## src/rtl/usf_pkg.sv

```systemverilog
`timescale 1ns / 1ps
// ----------------------------------------------------------------------------
// usf_pkg
// Shared constants, types and controller/datapath signal groups of the
// universal sink finder.
// ----------------------------------------------------------------------------
package usf_pkg;

	localparam int MAX_NODES = 32;
	localparam int ROW_W     = 32;
	localparam int IDX_W     = $clog2(MAX_NODES);
	localparam int CNT_W     = $clog2(MAX_NODES) + 1;

	localparam int CFG_ADDR_W = 3;
	localparam int CFG_DATA_W = 32;

	// Register index, taken from the word address bits of paddr.
	localparam logic REG_NODE_COUNT = 1'b0;

	localparam logic [CNT_W-1:0] NODE_COUNT_RESET = CNT_W'(MAX_NODES);

	typedef enum logic [1:0] {
		ST_LOAD,
		ST_ELIM,
		ST_VERIFY
	} usf_state_t;

	typedef struct packed {
		logic row_wr;
		logic elim_issue;
		logic ver_init;
		logic ver_issue;
		logic publish;
	} usf_cmd_t;

	typedef struct packed {
		logic final_row;
		logic out_busy;
		logic elim_end;
		logic ver_end;
		logic s1_busy;
	} usf_status_t;

endpackage

```

## src/rtl/usf_if.sv

```systemverilog
`timescale 1ns / 1ps
// ----------------------------------------------------------------------------
// usf_if
// Valid/ready channels of the universal sink finder: matrix rows in,
// results out.
// ----------------------------------------------------------------------------
interface usf_row_if import usf_pkg::*; ();
	logic             valid;
	logic             ready;
	logic [ROW_W-1:0] row_bits;

	modport source (output valid, output row_bits, input ready);
	modport sink (input valid, input row_bits, output ready);
endinterface

interface usf_result_if import usf_pkg::*; ();
	logic             valid;
	logic             ready;
	logic             found;
	logic [IDX_W-1:0] celebrity_index;

	modport source (output valid, output found, output celebrity_index, input ready);
	modport sink (input valid, input found, input celebrity_index, output ready);
endinterface

```

## src/rtl/universal_sink_finder_top.sv

```systemverilog
`timescale 1ns / 1ps
// ----------------------------------------------------------------------------
// universal_sink_finder_top
// Finds the universal sink (celebrity) of a knows-relation matrix loaded
// one row per word, with an APB-style port for the person count.
// ----------------------------------------------------------------------------
// Rows are taken one per cycle and written to the row memory. The word
// carrying row node_count-1 starts the search. The elimination sweep reads
// one row per cycle (node_count-1 reads; the last read drains before the
// hand-over to the column check). The column check then reads all
// node_count rows in the same way (node_count reads; the last read drains
// before the result is published). The input stalls for the whole search.
// Ordinary rows of the next matrix flow as soon as the search ends; only
// its final row waits while the previous result has not yet been taken.
// The person count register sits at byte address 0; only the low 6 bits
// of a write are kept, and of those 0 acts as 1 and values above 32 act
// as 32.
module universal_sink_finder_top import usf_pkg::*; (
	input  logic                  clk,
	input  logic                  arst_n,
	usf_row_if.sink               row_in,
	usf_result_if.source          result_out,
	input  logic                  psel,
	input  logic                  penable,
	input  logic                  pwrite,
	input  logic [CFG_ADDR_W-1:0] paddr,
	input  logic [CFG_DATA_W-1:0] pwdata,
	output logic [CFG_DATA_W-1:0] prdata,
	output logic                  pready
);

	logic [CNT_W-1:0] node_count_q;
	logic             cfg_wr;
	usf_cmd_t         cmd;
	usf_status_t      status;
	usf_state_t       state;

	assign pready = 1'b1;
	assign cfg_wr = psel && penable && pwrite && pready;

	always_ff @(posedge clk or negedge arst_n) begin
		if (!arst_n) begin
			node_count_q <= NODE_COUNT_RESET;
		end else if (cfg_wr && paddr[CFG_ADDR_W-1] == REG_NODE_COUNT) begin
			node_count_q <= pwdata[CNT_W-1:0];
		end
	end

	assign prdata = (paddr[CFG_ADDR_W-1] == REG_NODE_COUNT)
		? CFG_DATA_W'(node_count_q) : '0;

	usf_ctrl u_ctrl (
		.clk      (clk),
		.arst_n   (arst_n),
		.in_valid (row_in.valid),
		.in_ready (row_in.ready),
		.status   (status),
		.cmd      (cmd),
		.state    (state)
	);

	usf_datapath u_datapath (
		.clk             (clk),
		.arst_n          (arst_n),
		.node_count      (node_count_q),
		.row_bits        (row_in.row_bits),
		.cmd             (cmd),
		.status          (status),
		.out_valid       (result_out.valid),
		.out_ready       (result_out.ready),
		.found           (result_out.found),
		.celebrity_index (result_out.celebrity_index)
	);

	a_index_zero_when_none: assert property (@(posedge clk) disable iff (!arst_n)
		(result_out.valid && !result_out.found) |-> (result_out.celebrity_index == '0))
		else $error("celebrity index not zero on a result without a celebrity");

	a_stall_after_final: assert property (@(posedge clk) disable iff (!arst_n)
		(row_in.valid && row_in.ready && status.final_row) |=> !row_in.ready)
		else $error("input taken while the search is running");

	a_result_from_verify: assert property (@(posedge clk) disable iff (!arst_n)
		$rose(result_out.valid) |-> $past(state == ST_VERIFY))
		else $error("result raised outside the end of the column check");

	a_no_load_while_busy: assert property (@(posedge clk) disable iff (!arst_n)
		(state == ST_ELIM || state == ST_VERIFY) |-> !cmd.row_wr)
		else $error("row written during the search");

endmodule

```

## src/rtl/usf_ctrl.sv

```systemverilog
`timescale 1ns / 1ps
// ----------------------------------------------------------------------------
// usf_ctrl
// Sequencer: row loading, the elimination sweep, the column check and the
// hand-over of the result to the output register.
// ----------------------------------------------------------------------------
module usf_ctrl import usf_pkg::*; (
	input  logic        clk,
	input  logic        arst_n,
	input  logic        in_valid,
	output logic        in_ready,
	input  usf_status_t status,
	output usf_cmd_t    cmd,
	output usf_state_t  state
);

	usf_state_t state_q;
	usf_state_t state_nxt;

	always_ff @(posedge clk or negedge arst_n) begin
		if (!arst_n) begin
			state_q <= ST_LOAD;
		end else begin
			state_q <= state_nxt;
		end
	end

	always_comb begin
		state_nxt = state_q;
		cmd       = '0;
		in_ready  = 1'b0;
		unique case (state_q)
			ST_LOAD: begin
				// The final row waits while the previous result is still unclaimed.
				in_ready   = !(status.final_row && status.out_busy);
				cmd.row_wr = in_valid && in_ready;
				if (cmd.row_wr && status.final_row) begin
					state_nxt = ST_ELIM;
				end
			end
			ST_ELIM: begin
				cmd.elim_issue = !status.elim_end;
				if (status.elim_end && !status.s1_busy) begin
					cmd.ver_init = 1'b1;
					state_nxt    = ST_VERIFY;
				end
			end
			ST_VERIFY: begin
				cmd.ver_issue = !status.ver_end;
				if (status.ver_end && !status.s1_busy) begin
					cmd.publish = 1'b1;
					state_nxt   = ST_LOAD;
				end
			end
			default: begin
				state_nxt = ST_LOAD;
			end
		endcase
	end

	assign state = state_q;

endmodule

```

## src/rtl/usf_datapath.sv

```systemverilog
`timescale 1ns / 1ps
// ----------------------------------------------------------------------------
// usf_datapath
// Row memory, load counter, candidate and column count, and the result
// register.
// ----------------------------------------------------------------------------
module usf_datapath import usf_pkg::*; (
	input  logic             clk,
	input  logic             arst_n,
	input  logic [CNT_W-1:0] node_count,
	input  logic [ROW_W-1:0] row_bits,
	input  usf_cmd_t         cmd,
	output usf_status_t      status,
	output logic             out_valid,
	input  logic             out_ready,
	output logic             found,
	output logic [IDX_W-1:0] celebrity_index
);

	logic [ROW_W-1:0] mem [MAX_NODES];
	logic [ROW_W-1:0] rd_data_s1;
	logic [IDX_W-1:0] tag_s1;
	logic             vld_s1;
	logic             ver_s1;

	logic [CNT_W-1:0] rows_loaded_q;
	logic [CNT_W-1:0] n_q;
	logic [CNT_W-1:0] ptr_q;
	logic [CNT_W-1:0] ones_q;
	logic [IDX_W-1:0] cand_q;
	logic [ROW_W-1:0] cand_row_q;
	logic             out_valid_q;
	logic             out_found_q;
	logic [IDX_W-1:0] out_idx_q;

	logic [CNT_W-1:0] n_eff;
	logic [CNT_W-1:0] last_idx;
	logic             final_row;
	logic [IDX_W-1:0] wr_idx;
	logic [CNT_W-1:0] ptr_dec;
	logic [IDX_W-1:0] rd_addr;
	logic [ROW_W-1:0] col_mask;
	logic             ok;

	// Clamp the person count to 1 .. MAX_NODES.
	always_comb begin
		if (node_count == '0) begin
			n_eff = CNT_W'(1);
		end else if (node_count > CNT_W'(MAX_NODES)) begin
			n_eff = CNT_W'(MAX_NODES);
		end else begin
			n_eff = node_count;
		end
	end

	assign last_idx  = n_eff - CNT_W'(1);
	assign final_row = (rows_loaded_q >= last_idx);
	assign wr_idx    = final_row ? last_idx[IDX_W-1:0] : rows_loaded_q[IDX_W-1:0];
	assign ptr_dec   = ptr_q - CNT_W'(1);
	assign rd_addr   = cmd.elim_issue ? ptr_dec[IDX_W-1:0] : ptr_q[IDX_W-1:0];

	// A shift by the full row width leaves zero, so a full matrix gets all ones.
	assign col_mask = ~({ROW_W{1'b1}} << n_q);
	assign ok       = ((cand_row_q & col_mask) == '0) && (ones_q == n_q - CNT_W'(1));

	always_ff @(posedge clk) begin
		if (cmd.row_wr) begin
			mem[wr_idx] <= row_bits;
		end
		rd_data_s1 <= mem[rd_addr];
		tag_s1     <= rd_addr;
	end

	always_ff @(posedge clk or negedge arst_n) begin
		if (!arst_n) begin
			rows_loaded_q <= '0;
			ptr_q         <= '0;
			vld_s1        <= 1'b0;
			ver_s1        <= 1'b0;
			out_valid_q   <= 1'b0;
		end else begin
			vld_s1 <= cmd.elim_issue || cmd.ver_issue;
			ver_s1 <= cmd.ver_issue;
			if (cmd.row_wr) begin
				rows_loaded_q <= final_row ? '0 : CNT_W'(wr_idx) + CNT_W'(1);
				if (final_row) begin
					ptr_q <= last_idx;
				end
			end else if (cmd.ver_init) begin
				ptr_q <= '0;
			end else if (cmd.elim_issue) begin
				ptr_q <= ptr_dec;
			end else if (cmd.ver_issue) begin
				ptr_q <= ptr_q + CNT_W'(1);
			end
			if (cmd.publish) begin
				out_valid_q <= 1'b1;
			end else if (out_ready) begin
				out_valid_q <= 1'b0;
			end
		end
	end

	always_ff @(posedge clk) begin
		if (cmd.row_wr && final_row) begin
			n_q        <= n_eff;
			cand_q     <= last_idx[IDX_W-1:0];
			cand_row_q <= row_bits;
		end else if (vld_s1 && !ver_s1 && cand_row_q[tag_s1]) begin
			// The candidate knows this person, so the candidate cannot be the sink.
			cand_q     <= tag_s1;
			cand_row_q <= rd_data_s1;
		end
		if (cmd.ver_init) begin
			ones_q <= '0;
		end else if (vld_s1 && ver_s1 && rd_data_s1[cand_q]) begin
			ones_q <= ones_q + CNT_W'(1);
		end
		if (cmd.publish) begin
			out_found_q <= ok;
			out_idx_q   <= ok ? cand_q : '0;
		end
	end

	assign status.final_row = final_row;
	assign status.out_busy  = out_valid_q;
	assign status.elim_end  = (ptr_q == '0);
	assign status.ver_end   = (ptr_q == n_q);
	assign status.s1_busy   = vld_s1;

	assign out_valid       = out_valid_q;
	assign found           = out_found_q;
	assign celebrity_index = out_idx_q;

endmodule
```

## src/flat_wrapper.sv

```systemverilog
// flat-port wrapper written by rule: the top's interface ports become plain ports
module universal_sink_finder_top_flat import usf_pkg::*;
  (clk, arst_n, psel, penable, pwrite, paddr, pwdata, prdata, pready, row_in_valid, row_in_row_bits, row_in_ready, result_out_valid, result_out_found, result_out_celebrity_index, result_out_ready);
  usf_row_if row_in_i ();
  usf_result_if result_out_i ();
  input  logic clk;
  input  logic arst_n;
  input  logic psel;
  input  logic penable;
  input  logic pwrite;
  input  logic [CFG_ADDR_W-1:0] paddr;
  input  logic [CFG_DATA_W-1:0] pwdata;
  output logic [CFG_DATA_W-1:0] prdata;
  output logic pready;
  input wire logic [$bits(row_in_i.valid)-1:0] row_in_valid;
  input wire logic [$bits(row_in_i.row_bits)-1:0] row_in_row_bits;
  output wire logic [$bits(row_in_i.ready)-1:0] row_in_ready;
  output wire logic [$bits(result_out_i.valid)-1:0] result_out_valid;
  output wire logic [$bits(result_out_i.found)-1:0] result_out_found;
  output wire logic [$bits(result_out_i.celebrity_index)-1:0] result_out_celebrity_index;
  input wire logic [$bits(result_out_i.ready)-1:0] result_out_ready;
  assign row_in_i.valid = row_in_valid;
  assign row_in_i.row_bits = row_in_row_bits;
  assign row_in_ready = row_in_i.ready;
  assign result_out_valid = result_out_i.valid;
  assign result_out_found = result_out_i.found;
  assign result_out_celebrity_index = result_out_i.celebrity_index;
  assign result_out_i.ready = result_out_ready;
  universal_sink_finder_top u_core (.clk(clk), .arst_n(arst_n), .row_in(row_in_i), .result_out(result_out_i), .psel(psel), .penable(penable), .pwrite(pwrite), .paddr(paddr), .pwdata(pwdata), .prdata(prdata), .pready(pready));
endmodule
```

## config.mk

```make
export PLATFORM = sky130hd
export DESIGN_NAME = universal_sink_finder_top_flat
export DESIGN_NICKNAME = d
export VERILOG_FILES = /design/src/rtl/usf_pkg.sv /design/src/rtl/usf_if.sv /design/src/rtl/universal_sink_finder_top.sv /design/src/rtl/usf_ctrl.sv /design/src/rtl/usf_datapath.sv /design/src/flat_wrapper.sv
export SDC_FILE = /design/constraint.sdc
export NUM_CORES = 1
export LEC_CHECK = 0
export ABC_AREA = 1
export BUFFER_PORTS_ARGS = -buffer_cell sky130_fd_sc_hd__buf_2
export CAP_MARGIN = 20
export CORE_ASPECT_RATIO = 1.25
export CORE_MARGIN = 2
export CORE_UTILIZATION = 40
export CTS_BUF_LIST = sky130_fd_sc_hd__clkbuf_8
export DETAILED_ROUTE_END_ITERATION = 10
export REMOVE_ABC_BUFFERS = 1
export SLEW_MARGIN = 20
export SYNTH_ARGS = -nofsm -noshare
export SYNTH_HDL_FRONTEND = slang
export SYNTH_SLANG_ARGS = --single-unit
```

## constraint.sdc

```tcl
create_clock -name clk -period 5.9 [get_ports clk]
set_input_delay 1.77 -clock clk [delete_from_list [all_inputs] [get_ports clk]]
set_output_delay 1.77 -clock clk [all_outputs]
set_load 0.02 [all_outputs]
```

======== Word level (Yosys, flattened, before mapping) ========
Memory sizes are Yosys's and may differ from the RTL's. A register that Yosys moved wholly into a read port is not among the register bits.
Index checks and enable logic that the tools add are counted.
storage, ports and cells
  flip-flop bits (word level) ............. 83
  RAM bits ................................ 1024
  bits of input ports ..................... 74
  output and inout port bits .............. 41
  word-level logic and storage cells ...... 99
  memories ................................ 1
operators by class
  add/sub/neg operators ................... 6
  $lt $le $gt $ge ......................... 4
  eq/ne operators ......................... 8
  shifts and indexed selects .............. 1
  muxes and demuxes ....................... 33
  bitwise logic cells ..................... 3
  reduce and logical (&&, ||, !) cells .... 29
memory list
  name                   depth  width  read ports  clocked after Yosys merged registers in  wr ports  RTL line            source
  u_core.u_datapath.mem  32     32     1           1                                        1         usf_datapath.sv:20  logic [ROW_W-1:0] mem [MAX_NODES];
operators by type and width
  kind                     count
  $mux W32                 2
  $mux W6                  9
  $and A32 B32 Y32         1
  $logic_not A32 Y1        1
  $not A32 Y32             1
  $shl A32 B6 Y32 const A  1
  $mux W5                  4
  $sub A6 B1 Y6 const B    3
  $logic_and A1 B1 Y1      14
  $add A6 B1 Y6 const B    2
  $eq A6 B6 Y1             2
  $logic_not A6 Y1         2
  $lt A5 B6 Y1 const B     2
  $bmux W1 S5              2
  $mux W1                  10
  $mux W2                  5
  $add A5 B1 Y6 const B    1
  $ge A6 B6 Y1             1
  $gt A6 B6 Y1 const B     1
  $ne A2 B2 Y1 const B     3
  $pmux W2 S3              1
  $logic_not A1 Y1         5
  $reduce_bool A2 Y1       2
  $reduce_bool A4 Y1       1
  other kinds (8)          8

======== Logic depth before layout (Yosys ltp) ========
  depth after elaboration ................. 11
  depth in mapped cells ................... 25

======== Modules after synthesis ========
Synthesis repeated with hierarchy kept, for this count alone.
second synthesis, totals
  cells, all modules ...................... 3451
  area total of the unflattened synthesis .. 46293.1 µm²
by module, submodules not included
  module                     instances  cells each  area each (µm²)
  usf_datapath               1          3356        45632.5
  universal_sink_finder_top  1          70          515.5
  usf_ctrl                   1          25          145.1

======== Worst setup path before layout ========
No wires, ideal clock.
  kind .................................... register to register
  start ................................... register u_core.node_count_q[5]
  end ..................................... memory u_core.u_datapath.mem[25][0] (enable)
  library setup time ...................... 0.421 ns
  arrival time ............................ 4.089 ns
  path slack .............................. 1.389 ns
  stages on the path, launching flop included .. 24
  period minus slack after synthesis ...... 4.511 ns
  cell sequence ........................... dfstp_2 > inv_2 > nand2_1 > nand2_1 > inv_1 > nand2_1 > o21ai_0 > inv_1 > ha_1 > nand2_1 > nand2_1 > nand2_1 > nand3_1 > nand3_1 > nand3_1 > nand2_2 > nand2_1 > buf_4 > nand2_1 > nand2_1 > inv_1 > ha_1 > nand2_1 > nor2_1
on the way
  longest elaborated chain between the ends .. 11
  elaborated cells between the ends (all ways) .. 13
  those cells by class .................... add/sub: 1; order compare: 2; mux: 6; reduce/logical: 4
ends and longest elaborated chain
  item                            RTL line                         source
  from (decl)                     universal_sink_finder_top.sv:32  logic [CNT_W-1:0] node_count_q;
  from (signal assigned)          universal_sink_finder_top.sv:45  node_count_q <= pwdata[CNT_W-1:0];
  $gt A6 B6 Y1                    usf_datapath.sv:49               end else if (node_count > CNT_W'(MAX_NODES)) begin
  $mux W6                         usf_datapath.sv:49
  $mux W6 (*)                     usf_datapath.sv:47               if (node_count == '0) begin
  via u_core.u_datapath.n_eff[0]  usf_datapath.sv:36               logic [CNT_W-1:0] n_eff;
  $sub A6 B1 Y6 (*)               usf_datapath.sv:56               assign last_idx = n_eff - CNT_W'(1);
  $ge A6 B6 Y1                    usf_datapath.sv:57               assign final_row = (rows_loaded_q >= last_idx);
  $logic_and A1 B1 Y1             usf_ctrl.sv:35                   in_ready = !(status.final_row && status.out_busy);
  $logic_not A1 Y1                usf_ctrl.sv:35
  $logic_and A1 B1 Y1             usf_ctrl.sv:36                   cmd.row_wr = in_valid && in_ready;
  $mux W1                         usf_ctrl.sv:32                   unique case (state_q)
  $mux W1                         usf_datapath.sv:67               if (cmd.row_wr) begin
  $mux W1 (implied by the code)   usf_datapath.sv:68               mem[wr_idx] <= row_bits;
  to (decl)                       usf_datapath.sv:20
The timed path passes the listed nets; every way through them passes the cells marked *.

======== Final worst setup path ========
  start ................................... register u_core.node_count_q[5]
  end ..................................... output row_in_ready
on the way
  longest elaborated chain between the ends .. 8
  elaborated cells between the ends (all ways) .. 9
  those cells by class .................... add/sub: 1; order compare: 2; mux: 3; reduce/logical: 3
ends and longest elaborated chain
  item                            RTL line            source
  $gt A6 B6 Y1                    usf_datapath.sv:49
  $mux W6                         usf_datapath.sv:49
  $mux W6 (*)                     usf_datapath.sv:47
  via u_core.u_datapath.n_eff[0]  usf_datapath.sv:36
  $sub A6 B1 Y6 (*)               usf_datapath.sv:56
  $ge A6 B6 Y1 (*)                usf_datapath.sv:57
  $logic_and A1 B1 Y1 (*)         usf_ctrl.sv:35
  $logic_not A1 Y1 (*)            usf_ctrl.sv:35
  $mux W1 (*)                     usf_ctrl.sv:32
  to (decl)                       flat_wrapper.sv:17  output wire logic [$bits(row_in_i.ready)-1:0] row_in_ready;
Marks and branches as above.

==> flow_metrics.py <==
metrics = {
    "status": {
        "status": "finished clean",
    },
    "layout": {
        "n_fill_cell": 10896,
        "layout-drive-gt1-share": 0.09767,
        "area_growth_pct": 11.47,
        "utilization": 0.4490,
        "layout_commonest_cell": "edfxtp_1",
        "layout_common_cells": "edfxtp_1, nand2_1, inv_1, o211ai_1, nand3_1",
        "nets": 4316,
        "stdcell_area_um2": 53850,
    },
    "synthesis": {
        "syn_avg_cell_area_um2": 11.63,
        "ys_seq_elements": 1139,
        "netlist_area_um2": 48310,
        "synth-seq-area-share": 0.6968,
        "yosysWarnings": 0,
        "syn_inst": 4153,
        "netlist-cell-type-count": 47,
    },
    "drt": {
        "drc": 0,
        "avgViaCountPerCell": 5.215,
        "finalWirelength_um": 125300,
        "first_iter_violations": 3031,
        "drt_pass1_iterations": 5,
        "ant_nets": 0,
        "routedWlPerCell_um": 21.03,
        "vias": 31078,
    },
    "floorplanning": {
        "die_x_um": 314.8,
        "ios": 115,
        "num_rows": 142,
        "start_util": 0.4028,
        "dieHeight_um": 392.5,
        "dieArea_um2": 123600,
        "core_area_um2": 119900,
    },
    "power": {
        "p_per_area_nw_per_um2": 432.8,
        "cellLeakagePower_uw": 0.02027,
        "vdd_drop_max_uv": 472.8,
    },
    "cts": {
        "cts_tree": "yes",
        "cts_hold_buffers": 0,
        "root_buffer": "clkbuf_8",
        "clkLatencyLatePin_ns": 0.88,
        "htreeDepth": 4,
        "cts_setup_buffers": 0,
        "clkTransAtPathRegs_ns": 0.06,
        "clockBufferDepth": 3,
        "numClockSinks": 1139,
        "numCtsBuffers": 174,
    },
    "setup_path": {
        "crit_path_start_kind": "flip-flop",
        "reg2reg_from": "u_core.node_count_q[5]",
        "worst-setup-path-type": "reg -> out",
        "r2r-end": "u_core.u_datapath.mem[0][12]",
        "crit_required_ns": 4.13,
        "path_max_fanout": 12,
        "worstPathArrival_ns": 3.72,
        "r2r_slack_ns": 0.71,
        "worstSetupEndpointType": "output pin",
        "r2r_cells": 24,
    },
    "timing": {
        "hold_violations": 0,
        "final_max_slew_viol_count": 0,
        "rsz0062_at_grt": "false",
        "fin_crit_sh": 0.9300,
        "worst_slack_ns": 0.4132,
        "max_freq_ghz": 0.1823,
        "skew_ns": 0.04326,
        "worst_pin_slew_ns": 1.008,
        "finalCriticalPeriod_ns": 5.487,
        "max-slew-margin-rel": 0.3282,
        "setup_viol": 0,
        "tns_ns": 0,
    },
    "worst_hold_path": {
        "hold_end": "u_core.u_datapath.rows_loaded_q[5]",
        "hp-start": "u_core.u_datapath.rows_loaded_q[5]",
        "hold_depth": 2,
        "hold_class": "reg -> reg",
    },
    "placed_design": {
        "post_dp_cell_area_um2": 50570,
        "place_congestion": 0.9092,
        "io_buffers": 59,
        "place_ws_ns": 0.7413,
        "place.detailed.hpwl_um": 68170,
    },
    "global_routing": {
        "grt_max_degree": 135,
        "antenna_found_initial": 4,
        "track_usage": 0.2031,
        "first_global_vias": 29892,
        "grt_pass1_wl_um": 186100,
        "grt_overflow": 0,
    },
    "job": {
        "drv_cap": 0,
    },
}
[per-layer routing]
layer	part of all wire	vias to the layer above	global-route usage
met3	0.062	238	0.03907
met5	0.000088	-	0
li1	-	14699	-
met1	0.41	15161	0.2567
met2	0.49	978	0.3430
met4	0.036	2	0.08121
[power by group]
group | leakage (µW) | switching (µW) | internal (µW)
Clock | 0.00189 | 3060 | 3070
Combinational | 0.00811 | 5300 | 2240
Sequential | 0.0103 | 356 | 9290
Total | 0.0203 | 8710 | 14600
[worst max-delay path by stage]
stage | startpoint | end | slack, ns | cells after the start
after global placement | u_core.node_count_q[5] | u_core.u_datapath.mem[0][12] | 0.72 | 24
after CTS | u_core.node_count_q[5] | row_in_ready | 0.32 | 19
after detailed placement | u_core.node_count_q[5] | u_core.u_datapath.mem[0][4] | 0.74 | 24
after floorplan | u_core.u_datapath.ptr_q[0] | u_core.u_datapath.tag_s1[0] | -8.68 | 7
final | u_core.node_count_q[5] | row_in_ready | 0.41 | 19
after global routing | u_core.node_count_q[5] | row_in_ready | 0.02 | 19
[cell usage after synthesis, drive strengths merged]
cell type / n / area (µm²)
nor4: 3 / 18.77
edfxtp: 1073 / 32220
nand3b: 2 / 15.01
a21oi: 21 / 105.1
a21boi: 1 / 7.510
xor2: 10 / 106.4
o22ai: 5 / 31.28
a221oi: 1 / 8.760
dfxtp: 43 / 860.8
xnor2: 3 / 26.28
nand2: 914 / 3446
clkbuf: 53 / 198.9
a21o: 1 / 7.510
a22oi: 1 / 7.510
dfstp: 1 / 26.28
buf: 212 / 1125
o221ai: 10 / 87.58
o211ai: 515 / 3866
a32o: 1 / 10.01
ha: 15 / 187.7
nand4: 6 / 37.54
or2: 3 / 18.77
nor3b: 1 / 7.510
nor2: 128 / 490.5
nor3: 5 / 25.02
nand3: 429 / 2157
clkinv: 3 / 12.51
o21ai: 74 / 377.9
a211oi: 1 / 7.510
o2111ai: 1 / 8.760
conb: 2 / 7.510
inv: 589 / 2211
o31ai: 2 / 15.01
a2111oi: 2 / 17.52
dfrtp: 22 / 550.5
[state kept, by name, indices dropped and copies added (netlist names), 5 cells and up]
register	count
u_core.u_datapath.tag_s1	5
u_core.u_datapath.rd_data_s1	32
u_core.u_datapath.celebrity_index	5
u_core.u_datapath.ptr_q	6
u_core.u_datapath.n_q	6
u_core.u_datapath.mem	1024
u_core.u_datapath.rows_loaded_q	6
u_core.u_datapath.cand_row_q	32
u_core.u_datapath.ones_q	6
u_core.u_datapath.cand_q	5
u_core.node_count_q	6
[worst max-delay path, stage by stage (launching register included)]
cell     delay, ns
dfstp_2       0.58
inv_2         0.08
nand2_1       0.10
nand2_1       0.09
inv_1         0.17
nand2_1       0.09
o21ai_1       0.18
inv_1         0.10
ha_1          0.28
nand2_1       0.07
nand2_1       0.05
nand2_1       0.07
nand3_1       0.06
nand3_1       0.08
nand3_1       0.09
nand2_2       0.13
nand2_1       0.07
buf_4         0.18
a21oi_1       0.17
buf_2         0.19
[kinds of logic (layout without fill, tap and decap cells)]
family                     count (synthesis)  count (layout)  share of synthesized area
and+or+nand+nor                         1491            1491                     0.1287
adders and majority gates                 15              15                   0.003885
DFF                                     1139            1139                     0.6968
other                                      2              31                  0.0001555
AOI/OAI and AO/OA                        636             636                    0.09436
xor gates and xnor gates                  13              13                   0.002746
buffers and inverters                    857            1050                    0.07343
[area by class of cell]
cell class,instances,area (µm²),area share
Clock buffer,194,2670,0.04959
Tap cell,1584,1982,0.03681
Sequential cell,1139,33660,0.6251
Antenna cell,3,7.507,0.0001394
Multi-Input combinational cell,2183,11470,0.2131
Timing Repair Buffer,137,1219,0.02263
Clock inverter,127,598.1,0.01111
Inverter,592,2240,0.04159
[stage by stage]
stage | total power, µW | std cells | hold slack, ns
after floorplan | 14800 | 3914 | 0.4652
after global placement | 17240 | 5635 | 0.4907
after detailed placement | 17340 | 5635 | 0.5045
after CTS | 23470 | 5956 | 0.5147
after global routing | 24660 | 5957 | 0.5467
final | 23300 | 5959 | 0.5127
[repair_timing]
action,CTS,global route
gates resized for setup,0,1
hold endpoints to repair,0,0
setup endpoints to repair,0,1
(Power assumes the default switching activity.)
